**config.mk**
```make
export PLATFORM = sky130hd
export DESIGN_NAME = sha256_byte_stream_hasher_top
export DESIGN_NICKNAME = d
export VERILOG_FILES = /design/src/design/sha_pkg.sv /design/src/design/sha_core.sv /design/src/design/sha256_byte_stream_hasher_top.sv
export VERILOG_INCLUDE_DIRS = /design/src /design/src/design
export SDC_FILE = /design/constraint.sdc
export NUM_CORES = 2
export LEC_CHECK = 0
export ABC_CLOCK_PERIOD_IN_PS = 73000
export BUFFER_PORTS_ARGS = -buffer_cell sky130_fd_sc_hd__buf_2
export CAP_MARGIN = 10
export CORE_MARGIN = 2
export CORE_UTILIZATION = 45
export CTS_CLUSTER_DIAMETER = 40
export DETAILED_ROUTE_END_ITERATION = 12
export SLEW_MARGIN = 20
export SYNTH_ARGS = -nofsm -noshare
export SYNTH_HDL_FRONTEND = slang
export SYNTH_SLANG_ARGS = --single-unit
```
**constraint.sdc**
```tcl
create_clock -name clk_i -period 73 [get_ports clk_i]
set_input_delay 7.3 -clock clk_i [delete_from_list [all_inputs] [get_ports clk_i]]
set_output_delay 7.3 -clock clk_i [all_outputs]
set_load 0.005 [all_outputs]
```
**src/design/sha256_byte_stream_hasher_top_assert.svh**
```systemverilog
// ----------------------------------------------------------------------------
// sha256_byte_stream_hasher_top_assert
// Assertion macros shared by the hasher RTL.
// ----------------------------------------------------------------------------
`ifndef SHA256_BYTE_STREAM_HASHER_TOP_ASSERT_SVH
`define SHA256_BYTE_STREAM_HASHER_TOP_ASSERT_SVH
// Implication checked at every clock edge outside reset.
`define SHA_ASSERT_IMP(lbl, clk, rstn, a, c) \
  lbl: assert property (@(posedge clk) disable iff (!rstn) (a) |-> (c)) \
    else $error("assertion failed");
// Next-cycle implication checked outside reset.
`define SHA_ASSERT_NXT(lbl, clk, rstn, a, c) \
  lbl: assert property (@(posedge clk) disable iff (!rstn) (a) |=> (c)) \
    else $error("assertion failed");
`endif

```
**src/design/sha_pkg.sv**
```systemverilog
// ----------------------------------------------------------------------------
// sha_pkg
// Types, constants and round functions for the SHA-256 byte stream hasher.
// ----------------------------------------------------------------------------
`default_nettype none
package sha_pkg;
  typedef enum logic [2:0] {
    ST_IDLE, ST_PAD, ST_LEN, ST_ROUND, ST_ADD, ST_OUT
  } state_e;

  localparam logic [7:0] PAD_MARKER = 8'h80;
  localparam logic [5:0] LEN_START  = 6'd56;

  localparam logic [31:0] INIT_HASH [8] = '{
    32'h6a09e667, 32'hbb67ae85, 32'h3c6ef372, 32'ha54ff53a,
    32'h510e527f, 32'h9b05688c, 32'h1f83d9ab, 32'h5be0cd19};

  localparam logic [31:0] ROUND_K [64] = '{
    32'h428a2f98, 32'h71374491, 32'hb5c0fbcf, 32'he9b5dba5,
    32'h3956c25b, 32'h59f111f1, 32'h923f82a4, 32'hab1c5ed5,
    32'hd807aa98, 32'h12835b01, 32'h243185be, 32'h550c7dc3,
    32'h72be5d74, 32'h80deb1fe, 32'h9bdc06a7, 32'hc19bf174,
    32'he49b69c1, 32'hefbe4786, 32'h0fc19dc6, 32'h240ca1cc,
    32'h2de92c6f, 32'h4a7484aa, 32'h5cb0a9dc, 32'h76f988da,
    32'h983e5152, 32'ha831c66d, 32'hb00327c8, 32'hbf597fc7,
    32'hc6e00bf3, 32'hd5a79147, 32'h06ca6351, 32'h14292967,
    32'h27b70a85, 32'h2e1b2138, 32'h4d2c6dfc, 32'h53380d13,
    32'h650a7354, 32'h766a0abb, 32'h81c2c92e, 32'h92722c85,
    32'ha2bfe8a1, 32'ha81a664b, 32'hc24b8b70, 32'hc76c51a3,
    32'hd192e819, 32'hd6990624, 32'hf40e3585, 32'h106aa070,
    32'h19a4c116, 32'h1e376c08, 32'h2748774c, 32'h34b0bcb5,
    32'h391c0cb3, 32'h4ed8aa4a, 32'h5b9cca4f, 32'h682e6ff3,
    32'h748f82ee, 32'h78a5636f, 32'h84c87814, 32'h8cc70208,
    32'h90befffa, 32'ha4506ceb, 32'hbef9a3f7, 32'hc67178f2};

  typedef logic [31:0] word_t;

  function automatic word_t rotr(word_t x, int unsigned n);
    rotr = (x >> n) | (x << (32 - n));
  endfunction
endpackage
`default_nettype wire

```
**src/design/sha_core.sv**
```systemverilog
// ----------------------------------------------------------------------------
// sha_core
// One SHA-256 round per cycle over a 16-word schedule window; then adds the working
// words back into the eight chaining words in turn.
// ----------------------------------------------------------------------------
`default_nettype none
module sha_core (
  input  wire logic        clk_i,
  input  wire logic        rst_ni,
  input  wire logic        load_i,
  input  wire logic [511:0] block_i,
  input  wire logic        init_i,
  output logic             done_o,
  output sha_pkg::word_t   hash_o [8]
);
  `include "sha256_byte_stream_hasher_top_assert.svh"

  sha_pkg::word_t h_q [8];
  sha_pkg::word_t h_d [8];
  sha_pkg::word_t v_q [8];
  sha_pkg::word_t v_d [8];
  sha_pkg::word_t w_q [16];
  sha_pkg::word_t w_d [16];
  logic [6:0] cnt_q, cnt_d;
  logic       busy_q, busy_d;
  sha_pkg::word_t t1, t2, s0, s1, wn, sum;

  always_comb begin
    h_d = h_q; v_d = v_q; w_d = w_q;
    cnt_d = cnt_q; busy_d = busy_q; done_o = 1'b0;
    s0 = sha_pkg::rotr(w_q[1], 7) ^ sha_pkg::rotr(w_q[1], 18) ^ (w_q[1] >> 3);
    s1 = sha_pkg::rotr(w_q[14], 17) ^ sha_pkg::rotr(w_q[14], 19) ^ (w_q[14] >> 10);
    wn = w_q[0] + s0 + w_q[9] + s1;
    t1 = v_q[7] + (sha_pkg::rotr(v_q[4], 6) ^ sha_pkg::rotr(v_q[4], 11)
         ^ sha_pkg::rotr(v_q[4], 25)) + ((v_q[4] & v_q[5]) ^ (~v_q[4] & v_q[6]))
         + sha_pkg::ROUND_K[cnt_q[5:0]] + w_q[0];
    t2 = (sha_pkg::rotr(v_q[0], 2) ^ sha_pkg::rotr(v_q[0], 13)
         ^ sha_pkg::rotr(v_q[0], 22)) + ((v_q[0] & v_q[1]) ^ (v_q[0] & v_q[2])
         ^ (v_q[1] & v_q[2]));
    sum = h_q[cnt_q[2:0]] + v_q[cnt_q[2:0]];
    if (init_i) begin
      for (int i = 0; i < 8; i++) h_d[i] = sha_pkg::INIT_HASH[i];
    end else if (load_i) begin
      for (int i = 0; i < 16; i++) w_d[i] = block_i[511 - 32*i -: 32];
      v_d = h_q; cnt_d = '0; busy_d = 1'b1;
    end else if (busy_q) begin
      if (!cnt_q[6]) begin
        for (int i = 0; i < 15; i++) w_d[i] = w_q[i+1];
        w_d[15] = wn;
        for (int i = 7; i > 0; i--) v_d[i] = v_q[i-1];
        v_d[4] = v_q[3] + t1;
        v_d[0] = t1 + t2;
        cnt_d = cnt_q + 7'd1;
      end else begin
        h_d[cnt_q[2:0]] = sum;
        cnt_d = cnt_q + 7'd1;
        if (cnt_q[2:0] == 3'd7) begin
          busy_d = 1'b0; done_o = 1'b1;
        end
      end
    end
  end

  always_ff @(posedge clk_i or negedge rst_ni) begin
    if (!rst_ni) begin
      busy_q <= 1'b0; cnt_q <= '0;
      for (int i = 0; i < 8; i++) h_q[i] <= sha_pkg::INIT_HASH[i];
    end else begin
      busy_q <= busy_d; cnt_q <= cnt_d; h_q <= h_d;
    end
  end

  always_ff @(posedge clk_i) begin
    v_q <= v_d; w_q <= w_d;
  end

  assign hash_o = h_q;

  `SHA_ASSERT_IMP(a_done_busy, clk_i, rst_ni, done_o, busy_q)
  `SHA_ASSERT_NXT(a_load_busy, clk_i, rst_ni, load_i && !init_i, busy_q)
  `SHA_ASSERT_IMP(a_no_load_busy, clk_i, rst_ni, busy_q, !load_i)
endmodule
`default_nettype wire

```
**src/design/sha256_byte_stream_hasher_top.sv**
```systemverilog
// A byte that fills a block starts a compression of 64 rounds plus 8 chain
// additions in the shared round unit. A finish runs the padding and one or two
// compressions, then puts out 8 digest words. Input bytes are held off while
// the round unit compresses a block.
// Reset (asynchronous, active low) loads the initial hash and empties the count.
// ----------------------------------------------------------------------------
// sha256_byte_stream_hasher_top
// Byte stream SHA-256 hasher: block fill, padding, compression and digest out.
// ----------------------------------------------------------------------------
`default_nettype none
module sha256_byte_stream_hasher_top (
  input  wire logic        clk_i,
  input  wire logic        rst_ni,
  input  wire logic        s_axis_tvalid,
  output logic             s_axis_tready,
  input  wire logic [7:0]  s_axis_tdata,   // data_byte[7:0]
  input  wire logic        s_axis_tuser,   // req_type
  output logic             m_axis_tvalid,
  input  wire logic        m_axis_tready,
  output logic [39:0]      m_axis_tdata,   // digest_word[31:0], word_index[34:32], 0
  output logic             m_axis_tlast    // last_word
);
  `include "sha256_byte_stream_hasher_top_assert.svh"

  sha_pkg::state_e state_q, state_d;
  logic [511:0] buf_q, buf_d;
  logic [5:0]   fill_q, fill_d;
  logic [60:0]  len_q, len_d;
  logic [2:0]   idx_q, idx_d;
  logic         fin_q, fin_d;
  logic         load, init, done;
  logic [7:0]   wbyte;
  logic         wr;
  logic [63:0]  bits;
  sha_pkg::word_t hash [8];

  assign bits = {len_q, 3'b000};

  always_comb begin
    state_d = state_q; fill_d = fill_q; len_d = len_q; idx_d = idx_q;
    fin_d = fin_q; load = 1'b0; init = 1'b0; wr = 1'b0; wbyte = '0;
    s_axis_tready = 1'b0; m_axis_tvalid = 1'b0;
    unique case (state_q)
      sha_pkg::ST_IDLE: begin
        s_axis_tready = 1'b1;
        if (s_axis_tvalid) begin
          if (s_axis_tuser) begin
            wr = 1'b1; wbyte = sha_pkg::PAD_MARKER; fin_d = 1'b1;
            state_d = sha_pkg::ST_PAD;
          end else begin
            wr = 1'b1; wbyte = s_axis_tdata; len_d = len_q + 61'd1;
          end
          if (fill_q == 6'd63) begin
            load = 1'b1; state_d = sha_pkg::ST_ROUND;
          end
        end
      end
      sha_pkg::ST_PAD: begin
        if (fill_q == sha_pkg::LEN_START) begin
          idx_d = 3'd7; state_d = sha_pkg::ST_LEN;
        end else begin
          wr = 1'b1;
          if (fill_q == 6'd63) begin
            load = 1'b1; state_d = sha_pkg::ST_ROUND;
          end
        end
      end
      sha_pkg::ST_LEN: begin
        wr = 1'b1; wbyte = bits[{idx_q, 3'b000} +: 8]; idx_d = idx_q - 3'd1;
        if (fill_q == 6'd63) begin
          load = 1'b1; state_d = sha_pkg::ST_ROUND;
        end
      end
      sha_pkg::ST_ROUND: begin
        if (done) begin
          if (!fin_q) state_d = sha_pkg::ST_IDLE;
          else if (idx_q == 3'd7 && fill_q == 6'd0) state_d = sha_pkg::ST_OUT;
          else state_d = sha_pkg::ST_PAD;
          idx_d = '0;
        end
      end
      sha_pkg::ST_OUT: begin
        m_axis_tvalid = 1'b1;
        if (m_axis_tready) begin
          idx_d = idx_q + 3'd1;
          if (idx_q == 3'd7) begin
            init = 1'b1; fin_d = 1'b0; len_d = '0; state_d = sha_pkg::ST_IDLE;
          end
        end
      end
      default: state_d = sha_pkg::ST_IDLE;
    endcase
    if (wr) fill_d = fill_q + 6'd1;
  end

  // idx_q is 7 after the length bytes wrap; mark that for the final block
  logic len_done_q;
  always_ff @(posedge clk_i or negedge rst_ni) begin
    if (!rst_ni) len_done_q <= 1'b0;
    else if (state_q == sha_pkg::ST_LEN && load) len_done_q <= 1'b1;
    else if (init) len_done_q <= 1'b0;
  end

  always_comb begin
    buf_d = buf_q;
    if (wr) buf_d[511 - {fill_q, 3'b000} -: 8] = wbyte;
  end

  logic [2:0] idx_n;
  assign idx_n = (state_q == sha_pkg::ST_ROUND && done && len_done_q) ? 3'd0 : idx_d;

  logic to_out;
  assign to_out = state_q == sha_pkg::ST_ROUND && done && len_done_q;

  always_ff @(posedge clk_i or negedge rst_ni) begin
    if (!rst_ni) begin
      state_q <= sha_pkg::ST_IDLE; fill_q <= '0; len_q <= '0; idx_q <= '0;
      fin_q <= 1'b0;
    end else begin
      state_q <= to_out ? sha_pkg::ST_OUT
               : (state_q == sha_pkg::ST_ROUND && done && fin_q)
               ? sha_pkg::ST_PAD : state_d;
      fill_q <= fill_d; len_q <= len_d; idx_q <= idx_n; fin_q <= fin_d;
    end
  end

  always_ff @(posedge clk_i) begin
    buf_q <= buf_d;
  end

  sha_core u_core (
    .clk_i  (clk_i),
    .rst_ni (rst_ni),
    .load_i (load),
    .block_i(buf_d),
    .init_i (init),
    .done_o (done),
    .hash_o (hash)
  );

  assign m_axis_tdata = {5'd0, idx_q, hash[idx_q]};
  assign m_axis_tlast = idx_q == 3'd7;

  `SHA_ASSERT_IMP(a_out_only, clk_i, rst_ni, m_axis_tvalid, !s_axis_tready)
  `SHA_ASSERT_IMP(a_out_fill, clk_i, rst_ni, m_axis_tvalid, fill_q == 6'd0)
  `SHA_ASSERT_NXT(a_last_idle, clk_i, rst_ni,
                  m_axis_tvalid && m_axis_tready && m_axis_tlast, s_axis_tready)
endmodule
`default_nettype wire

```
==> flow_metrics.env <==
export IMPL_finalNetCount=8815
export IMPL_clk_pin_slew_ns=0.05
export IMPL_netlist_area_mm2=0.0871
export IMPL_postSynthCellCount=8553
export IMPL_crit_type="in2reg"
export IMPL_ff_latch_area_mm2=0.0420
export IMPL_cts_root_buf="clkbuf_16"
export IMPL_dr_pass1_iters=9
export IMPL_ys_flop_type="edfxtp_1"
export IMPL_ys_ff_latch=1619
export IMPL_maxSlewViolCount=0
export IMPL_cts_resized=0
export IMPL_hpwlAfterDp_mm=207
export IMPL_die_y_um=444
export IMPL_start_util_pct=45.3
export IMPL_synth_edff_count=768
export IMPL_status="complete, no violations"
export IMPL_maxCapViolations=0
export IMPL_path_cells="buf_2 -> nor2_1 -> nor2_1 -> o21a_1 -> nand2b_4 -> o21ai_4 -> buf_4 -> buf_12 -> buf_12 -> buf_4"
export IMPL_yosysTopAreaCellShare_pct=26.5
export IMPL_rrSetupSlack_ns=61.69
export IMPL_worst_path_buf_inv=5
export IMPL_slowest_stage="buf_4"
export IMPL_synthArstFlopShare_pct=20.9
export IMPL_ys_warn_count=0
export IMPL_cts_buffer_depth=3
export IMPL_grt_setup_unrepaired="no"
export IMPL_end_kind="flip-flop"
export IMPL_drtIter0Drc=7808
export IMPL_holdWs_ns=0.449
export IMPL_worstMarginPinSlew_ns=1.24
export IMPL_grt_ovfl_total=0
export IMPL_vias_per_cell=5.98
export IMPL_clkLatencyLatePin_ns=0.91
export IMPL_crit_required_ns=73.51
export IMPL_crit_fanout=178
export IMPL_grt_max_degree=202
export IMPL_htreeDepth=4
export IMPL_finalHoldViolations=0
export IMPL_layout_setup_ws_ns=61.40
export IMPL_core_area_mm2=0.192
export IMPL_crit_arrival_ns=12.11
export IMPL_antenna_found_initial=6
export IMPL_routed_wl_mm=301
export IMPL_ant_nets=0
export IMPL_nFillCells=17200
export IMPL_grt_pass1_vias=64100
export IMPL_slew_headroom_pct=17.4
export IMPL_critical_path_max_stage_delay_ns=0.90
export IMPL_min_period_ns=11.60
export IMPL_dpl_worst_slack_ns=60.37
export IMPL_cp_start_kind="input port"
export IMPL_worstHoldPathType="reg2reg"
export IMPL_die_w_um=444
export IMPL_synth_top_cells_by_area="edfxtp_1, dfxtp_1, nand2_1, dfrtp_1, mux4_2"
export IMPL_grt_use_total_pct=30.2
export IMPL_yosysTopAreaCell="edfxtp_1"
export IMPL_cts_setup_buffers=0
export IMPL_io_pins=56
export IMPL_gp_congestion=1.00
export IMPL_yosysSeqAreaShare_pct=48.2
export IMPL_routedWlPerCell_um=27.0
export IMPL_tns_ns=0
export IMPL_cts_sinks=1619
export IMPL_tritoncts="yes"
export IMPL_num_vias=66700
export IMPL_final_layout_size_suffix_gt1_share_pct=16.3
export IMPL_cts_hold_buf=0
export IMPL_max_freq_mhz=86.2
export IMPL_num_rows=161
export IMPL_cts_inserted_buffers=226
export IMPL_setup_violations=0
export IMPL_skew_ns=0.0488
export IMPL_die_area_mm2=0.197
export IMPL_drc=0
export IMPL_synth_cell_types=98
export IMPL_area_growth_pct=12.2
export IMPL_crit_family="buffers and inverters"
export IMPL_avgSynthCellArea_um2=10.2
export IMPL_timing_final_crit_share_pct=15.9
export IMPL_multiInputGateArea_mm2=0.0423
export IMPL_grt_pass1_wl_mm=439
export IMPL_portBuffers=50
==> Yosys cell counts, drive strengths merged, types with 12 or more instances <==
cell,n
o21ai,426
buf,121
a31oi,32
nand4,50
o211ai,19
and3,43
xor2,149
fa,189
a22o,97
a311oi,13
nor3,85
inv,251
nand2b,23
mux2i,43
or2,13
o31ai,55
and2,37
or3,20
edfxtp,768
mux4,217
o311ai,12
nor2b,34
nand3,116
and4,14
dfxtp,512
a21oi,286
a21o,63
xnor2,290
dfrtp,203
maj3,23
clkbuf,404
o21a,35
o22a,89
o21bai,24
ha,183
mux2,417
nor2,323
dfstp,136
nand2,2570
a211oi,37
==> cells in the final DEF, fill, tap and decap left out, drive strengths merged, types with 43 or more instances in the layout <==
master,netlist,final
nand2,2570,2570
nor3,85,85
fa,189,189
and3,43,43
mux4,217,217
dfxtp,512,512
o31ai,55,55
clkbuf,404,281
dfstp,136,136
mux2i,43,43
a21o,63,63
edfxtp,768,768
o22a,89,89
mux2,417,417
nor2,323,323
a21oi,286,286
xnor2,290,290
a22o,97,97
ha,183,183
buf,121,170
nand4,50,50
o21ai,426,426
clkinv,1,59
dfrtp,203,203
nand3,116,116
xor2,149,149
inv,251,290
==> cell families (layout without fill, tap and decap cells) <==
| logic type | Yosys count | count (layout) | synth area share [%] |
|---|---|---|---|
| AO/OA/AOI/OAI | 1284 | 1284 | 9.46 |
| XOR/XNOR | 440 | 440 | 4.44 |
| adder cells (fa/ha/maj) | 395 | 395 | 7.24 |
| buffers and inverters | 777 | 855 | 3.49 |
| flip-flops | 1619 | 1619 | 48.2 |
| multiplexers | 677 | 677 | 11.5 |
| other | 1 | 6 | 0.00430 |
| AND/OR/NAND/NOR | 3360 | 3360 | 15.7 |
==> cell type report <==
class	instances	share of cell area, %
clock inverter	152	1.96
sequential	1619	43.0
clock buffer	281	6.37
multi-input combinational	6161	43.2
tap	2526	3.23
timing repair buffer	170	1.29
antenna	1	0.00256
inverter	252	0.968
==> routing by layer <==
layer | wire [µm] | global-route usage, % | vias up
li1 | - | - | 29400
met1 | 121000 | 39.8 | 33200
met2 | 137000 | 47.4 | 3376
met3 | 26600 | 6.10 | 748
met4 | 16800 | 15.0 | 6
met5 | 35 | 0 | -
==> flip-flops by register name (all words and copies together), names as in the netlist <==
register	flops
u_core.hash_o	256
buf_q	512
u_core.busy_q	1
u_core.cnt_q	7
idx_q	3
fill_q	6
len_done_q	1
u_core.w_q	512
state_q	3
fin_q	1
len_q	61
u_core.v_q	256
==> per-stage QoR <==
stage / std cells / util (%) / instance area [µm²]
2_1_floorplan: 8557 / - / 87100
3_3_place_gp: 10700 / 46.6 / 89600
3_5_place_dp: 10700 / 46.6 / 89600
4_1_cts: 11200 / 50.8 / 97700
5_1_grt: 11200 / 50.8 / 97800
6_report: 11200 / 50.8 / 97800
==> worst paths after layout <==
path | startpoint | end | cells past startpoint
worst min-delay path | buf_q[288] | buf_q[288] | 2
worst max-delay path | s_axis_tvalid | u_core.w_q[269] | 10
worst max register to register | u_core.cnt_q[2] | u_core.v_q[255] | 31
max in group asynchronous | rst_ni | u_core.hash_o[121] | 4
min in group asynchronous | rst_ni | u_core.hash_o[193] | 1
worst min register to register | buf_q[288] | buf_q[288] | 2
==> worst reg2reg max path, delay by kind of cell, from the launching register on <==
family,cells,cell delay [ns]
buffers and inverters,4,1.61
AO/OA/AOI/OAI,14,4.51
flip-flops,1,0.76
XOR/XNOR,2,0.57
adder cells (fa/ha/maj),6,2.65
AND/OR/NAND/NOR,5,0.92
Power is not shown: default switching activity piles up to over one toggle a cycle in this logic, so the estimate is an artifact.
